<file path="src/hw/rtl/tpb_pkg.sv">
// ----------------------------------------------------------------------------
// Temporal pixel blend package
// Shared widths, fixed-point constants and pipeline geometry.
// ----------------------------------------------------------------------------
`default_nettype none

package tpb_pkg;

    // Pipeline geometry: stage 0 takes the transfer, the last stage is the output
    localparam int unsigned STAGES    = 10;
    localparam int unsigned ALPHA_STG = 7;   // stage whose register holds alpha

    typedef logic [7:0]        t_pix;
    typedef logic [8:0]        t_q8;     // Q8 fraction, 256 = 1.0
    typedef logic [16:0]       t_q16;    // Q16 fraction, 65536 = 1.0 inclusive
    typedef logic [15:0]       t_mix;    // Q16 fraction strictly below 1.0
    typedef logic [STAGES-1:0] t_stg_en; // per-stage load enables

    typedef enum logic [2:0] {
        REG_BLEND = 3'd0,
        REG_SMEAR = 3'd1,
        REG_BLEED = 3'd2,
        REG_LUMA  = 3'd3
    } t_cfg_idx;

    localparam t_q8   Q8_ONE    = 9'd256;
    localparam t_q16  Q16_ONE   = 17'd65536;
    localparam t_mix  BLEED_K   = 16'd36045;  // 0.55
    localparam t_mix  SMEAR_K   = 16'd22938;  // 0.35
    localparam t_mix  LUMA_K    = 16'd42598;  // 0.65
    localparam logic [9:0]  LUMA_DIV  = 10'd765;
    localparam logic [10:0] LUMA_DIV2 = 11'd1530;
    localparam logic [8:0]  LUMA_RND  = 9'd382;
    localparam logic [22:0] RECIP_K   = 23'd5614336; // floor(2^32 / 765)
    localparam t_pix  PIX_MAX   = 8'd255;

endpackage

`default_nettype wire

</file>
<file path="src/hw/rtl/tpb_lane.sv">
// ----------------------------------------------------------------------------
// Temporal pixel blend colour lane
// Bleed target and final mix for one colour channel.
// ----------------------------------------------------------------------------
`default_nettype none

module tpb_lane (
    input  wire logic             i_clk,
    input  wire tpb_pkg::t_stg_en i_en,
    input  wire tpb_pkg::t_pix    i_cur,
    input  wire tpb_pkg::t_pix    i_prev,
    input  wire tpb_pkg::t_pix    i_next,
    input  wire tpb_pkg::t_mix    i_bmix,
    input  wire tpb_pkg::t_q16    i_keep,
    input  wire tpb_pkg::t_q16    i_alpha,
    output tpb_pkg::t_pix         o_pix
);
    import tpb_pkg::*;

    t_pix        r_cur [0:ALPHA_STG];
    logic [23:0] r_tgt [2:ALPHA_STG];
    t_pix        r_prv;
    t_pix        r_nxt;
    logic [23:0] r_tk;
    logic [23:0] r_tn;
    logic [24:0] r_m1;
    logic [40:0] r_m2;
    t_pix        r_out;

    logic [41:0] w_acc;
    logic [9:0]  w_val;

    always_ff @(posedge i_clk) begin
        if (i_en[0]) begin
            r_cur[0] <= i_cur;
            r_prv    <= i_prev;
            r_nxt    <= i_next;
        end
        if (i_en[1]) begin
            r_cur[1] <= r_cur[0];
            r_tk     <= 24'(r_prv) * 24'(i_keep);
            r_tn     <= 24'(r_nxt) * 24'(i_bmix);
        end
        if (i_en[2]) begin
            r_cur[2] <= r_cur[1];
            r_tgt[2] <= r_tk + r_tn;
        end
        // Delay the current byte and the target until alpha is ready
        for (int k = 3; k <= ALPHA_STG; k++) begin
            if (i_en[k]) begin
                r_cur[k] <= r_cur[k-1];
                r_tgt[k] <= r_tgt[k-1];
            end
        end
    end

    assign w_acc = 42'({r_m1, 16'd0}) + 42'(r_m2);
    assign w_val = w_acc[41:32];

    always_ff @(posedge i_clk) begin
        if (i_en[ALPHA_STG+1]) begin
            r_m1 <= 25'(r_cur[ALPHA_STG]) * 25'(Q16_ONE - i_alpha);
            r_m2 <= 41'(r_tgt[ALPHA_STG]) * 41'(i_alpha);
        end
        if (i_en[ALPHA_STG+2]) begin
            r_out <= (w_val > 10'(PIX_MAX)) ? PIX_MAX : w_val[7:0];
        end
    end

    assign o_pix = r_out;

endmodule

`default_nettype wire

</file>
<file path="config.mk">
export PLATFORM = sky130hd
export DESIGN_NAME = tpb_lane
export DESIGN_NICKNAME = d
export VERILOG_FILES = /design/src/hw/rtl/tpb_pkg.sv /design/src/hw/rtl/tpb_lane.sv
export SDC_FILE = /design/constraint.sdc
export NUM_CORES = 2
export LEC_CHECK = 0
export BUFFER_PORTS_ARGS = -buffer_cell sky130_fd_sc_hd__buf_2
export CAP_MARGIN = 20
export CELL_PAD_IN_SITES_DETAIL_PLACEMENT = 1
export CELL_PAD_IN_SITES_GLOBAL_PLACEMENT = 1
export CORE_MARGIN = 2
export CORE_UTILIZATION = 40
export DETAILED_ROUTE_END_ITERATION = 6
export GPL_ROUTABILITY_DRIVEN = 0
export PLACE_DENSITY_LB_ADDON = 0.1
export SKIP_LAST_GASP = 1
export SLEW_MARGIN = 5
export SYNTH_ARGS = -nofsm -noshare
export SYNTH_HDL_FRONTEND = slang
export SYNTH_SLANG_ARGS = --single-unit
export TNS_END_PERCENT = 5
</file>
<file path="constraint.sdc">
create_clock -name i_clk -period 6.24 [get_ports i_clk]
set_input_delay 0.624 -clock i_clk [delete_from_list [all_inputs] [get_ports i_clk]]
set_output_delay 0.624 -clock i_clk [all_outputs]
set_load 0.02 [all_outputs]
</file>
==> metrics.md <==
| Metric | Value |
|---|---|
| Port Buffer Count | `92` |
| Die extent in x | `approximately 300 um` |
| Maxcap violations | `0` |
| Initial antenna violation count | `2` |
| Unrepaired setup endpoints after global routing | `true` |
| Synthesized cell area | `around 0.037 sq mm` |
| Outcome | `finished with violations` |
| Hold/Removal Path Class | `in -> reg` |
| # nets final | `4811` |
| Initial Util | `0.403` |
| Clock transition at the registers of the reported paths | `0.06 ns` |
| Most frequent cells after synthesis | `sky130_fd_sc_hd__inv_1, sky130_fd_sc_hd__fa_1, sky130_fd_sc_hd__nand2_1` |
| Count of H-tree levels built during CTS | `2` |
| Fin. Hold Viols | `0` |
| Share of flip-flops with an asynchronous set or reset after synthesis | `0` |
| Dominant cell type by area after synthesis | `sky130_fd_sc_hd__fa_1` |
| Worst Clk Skew | `0.0237 ns` |
| Data required time at the worst endpoint | `6.59 ns` |
| Launch instance of the worst register-to-register path | `r_tgt[0][178]$_DFFE_PP_` |
| Area enclosed by the die boundary | `0.0948 sq mm` |
| Min setup slack post-route | `-0.0774 ns` |
| Average cell area after synthesis | `between 10 and 15 sq um` |
| Area growth from synthesis to final layout | `14.8%` |
| Overall routing resource usage | `0.210` |
| CP Capture Type | `flop` |
| CTS tree | `yes` |
| Number of search-and-repair iterations in the first detailed-routing pass | `4` |
| Setup Total Neg Slack | `-0.244 ns` |
| Data arrival, critical path | `6.66 ns` |
| Share of the core filled with cells | `0.463` |
| Minimum setup slack after placement | `-1.23 ns` |
| First-pass GRT wire length | `155 mm` |
| Drt total wl | `96.4 mm` |
| Main area contributors after synthesis | `sky130_fd_sc_hd__fa_1, sky130_fd_sc_hd__edfxtp_1, sky130_fd_sc_hd__ha_1` |
| Sinks on the clock net | `330` |
| Root Buffer | `sky130_fd_sc_hd__clkbuf_16` |
| Final routed DRC violation total | `0` |
| Clock latency on the worst-skew pair | `0.61 ns` |
| Fin crit share | `1.01` |
| Maximum fanout count along the critical path | `5` |
| Overall die height | `about 310 um` |
| Worst slew margin relative to its limit | `0.393` |
| Number of placed instances, taps included | `4930` |
| Share of the synthesized area in the top cell type | `0.331` |
| I/O pin total | `93` |
| Maximum number of pins on one net before global-route repair | `57` |
| Transition at the pin with the smallest max-transition slack | `0.911 ns` |
| Cts bufs inserted | `just over 40` |
| Vias in the first global route | `29000` |
| Overall overflow remaining after global route | `0` |
| Number of standard-cell rows in the floorplan | `111` |
| Via Count | `around 25000` |
| Number of nets with antenna violations after detailed routing | `0` |
| Syn. warnings | `0` |
| Final cell count without fillers | `5038` |
| Type of the worst setup path | `reg -> reg` |
| Syn_nets | `4505` |
| Violations in the final reports | `negative setup slack` |
| Most used DFF post-synth | `sky130_fd_sc_hd__edfxtp_1` |
| Post-synthesis instance total | `3513` |
| Critical Path Start | `r_tgt[0][178]$_DFFE_PP_` |
| Worst Min Path Start | `i_next[1]` |
| Setup violations, final | `7` |
| Timing-limited maximum frequency | `0.158 GHz` |
| Via density | `4.96` |
| Shortest clock period the worst path allows after layout | `6.32 ns` |
| Most used standard cell by instance count after synthesis | `sky130_fd_sc_hd__inv_1` |
| Fill cells | `between 10000 and 15000` |
| CTS Buffer Depth | `3` |
| Sequential share of the synthesized area | `0.268` |
| Core Region | `0.0915 sq mm` |
| Wire per inst | `19.1 um` |
| Final Slew Violations | `0` |
| Number of enable flip-flop cells after synthesis | `330` |
| Unique cell type count in the Yosys netlist | `between 60 and 70` |
| Detailed placement HPWL | `around 80 mm` |
| Number of design-rule violations left by the first detailed-router iteration | `853` |
| #FFs+latches synth | `330` |
| Element type at the critical path start | `flop` |
| Share of post-route cells with drive strength above 1 | `0.130` |
layer usage:
metal  GRT usage  wire (um)  share of wire  up-vias
li1            -          -              -    11500
met1       0.252      39700           0.41    13000
met2       0.399      51700           0.54      306
met3      0.0200       2330          0.024      123
met4      0.0576       2700          0.028        0
met5           0          0              0        -
placed cells by master (no fill, tap or decap), types with 5 or more instances in the layout:
cell type                   instances
sky130_fd_sc_hd__inv_1            705
sky130_fd_sc_hd__fa_1             604
sky130_fd_sc_hd__nand2_1          514
sky130_fd_sc_hd__and2_1           353
sky130_fd_sc_hd__edfxtp_1         330
sky130_fd_sc_hd__ha_1             292
sky130_fd_sc_hd__buf_4            262
sky130_fd_sc_hd__buf_2             92
sky130_fd_sc_hd__xnor2_1           90
sky130_fd_sc_hd__nor2_1            78
sky130_fd_sc_hd__a21oi_1           77
sky130_fd_sc_hd__clkbuf_16         41
sky130_fd_sc_hd__a21o_1            36
sky130_fd_sc_hd__o21ai_0           33
sky130_fd_sc_hd__xor2_1            32
sky130_fd_sc_hd__nand3_1           23
sky130_fd_sc_hd__o21a_1            17
sky130_fd_sc_hd__nor3_1            17
sky130_fd_sc_hd__nand2b_1          14
sky130_fd_sc_hd__a211oi_1          13
sky130_fd_sc_hd__buf_12            12
sky130_fd_sc_hd__buf_6             12
sky130_fd_sc_hd__o21ai_1           11
sky130_fd_sc_hd__o211ai_1          10
sky130_fd_sc_hd__o21bai_1          10
sky130_fd_sc_hd__and3_1             9
sky130_fd_sc_hd__nand4_1            8
sky130_fd_sc_hd__clkbuf_1           8
sky130_fd_sc_hd__a31oi_1            7
sky130_fd_sc_hd__clkinv_1           7
sky130_fd_sc_hd__fa_2               6
sky130_fd_sc_hd__a21oi_2            5
sky130_fd_sc_hd__inv_2              5
sky130_fd_sc_hd__o2111ai_1          5
sky130_fd_sc_hd__or3_1              5
sky130_fd_sc_hd__a21boi_0           5
sky130_fd_sc_hd__ha_4               5
state kept, by name (all words and copies together), names as in the netlist, 24 cells and up:
signal and count:
r_m2 25, r_m1 25, r_tn 24, r_cur 64, r_tk 24, r_tgt 144
timing repair:
action	in CTS	in global routing
hold buffers	0	0
buffers inserted	20	14
pin swaps	23	39
gates cloned	0	0
setup endpoints to repair	15	28
gates resized for setup	35	40
stage by stage:
step | area, sq um | hold slack [ns]
after floorplan | 37000 | 0.400
after global placement | 40500 | 0.401
after detailed placement | 40500 | 0.405
after CTS | 42100 | 0.140
after global routing | 42400 | 0.159
final | 42400 | 0.183
worst paths after layout:
kind                                   to  cells after the start  slack [ns]
setup / recovery       r_m2[33]$_DFFE_PP_                     22       -0.08
hold / removal         r_nxt[1]$_DFFE_PP_                      1        0.18
setup reg to reg       r_m2[33]$_DFFE_PP_                     22       -0.08
hold reg to reg   r_tgt[0][161]$_DFFE_PP_                      0        0.41
worst max-delay path, cell delays in order (launching register included):
cell	delay, ns
sky130_fd_sc_hd__edfxtp_1	0.41
sky130_fd_sc_hd__buf_12	0.15
sky130_fd_sc_hd__buf_4	0.15
sky130_fd_sc_hd__buf_4	0.15
sky130_fd_sc_hd__and2_1	0.17
sky130_fd_sc_hd__fa_1	0.48
sky130_fd_sc_hd__fa_1	0.55
sky130_fd_sc_hd__fa_2	0.63
sky130_fd_sc_hd__fa_2	0.43
sky130_fd_sc_hd__fa_1	0.48
sky130_fd_sc_hd__inv_1	0.05
sky130_fd_sc_hd__fa_1	0.47
sky130_fd_sc_hd__inv_1	0.06
sky130_fd_sc_hd__ha_4	0.27
sky130_fd_sc_hd__and3_4	0.19
sky130_fd_sc_hd__nand2_1	0.07
sky130_fd_sc_hd__o21ai_2	0.23
sky130_fd_sc_hd__inv_2	0.09
sky130_fd_sc_hd__a2111oi_4	0.51
sky130_fd_sc_hd__o21a_1	0.23
sky130_fd_sc_hd__buf_4	0.13
sky130_fd_sc_hd__nor2_1	0.04
sky130_fd_sc_hd__xnor2_1	0.13
cells by family after synthesis:
| kind of cell | share of synthesized area |
|---|---|
| adders and majority gates | 0.431 |
| and+or+nand+nor | 0.137 |
| xor gates and xnor gates | 0.0292 |
| AOI/OAI and AO/OA | 0.0501 |
| buffers and inverters | 0.0839 |
| DFF | 0.268 |
area by class of cell:
type / instances / area [sq um] / area share
multi-input cells: 2358 / 24200 / 0.571
flip-flops and latches: 330 / 9910 / 0.234
repair buffers: 378 / 2800 / 0.0661
inverters: 710 / 2670 / 0.0628
well taps: 1186 / 1480 / 0.0350
clock buffers: 49 / 1060 / 0.0249
clock inverters: 25 / 275 / 0.00649
diodes: 2 / 5.00 / 0.000118
Power is not shown: default switching activity piles up to over one toggle a cycle in this logic, so the estimate is an artifact.
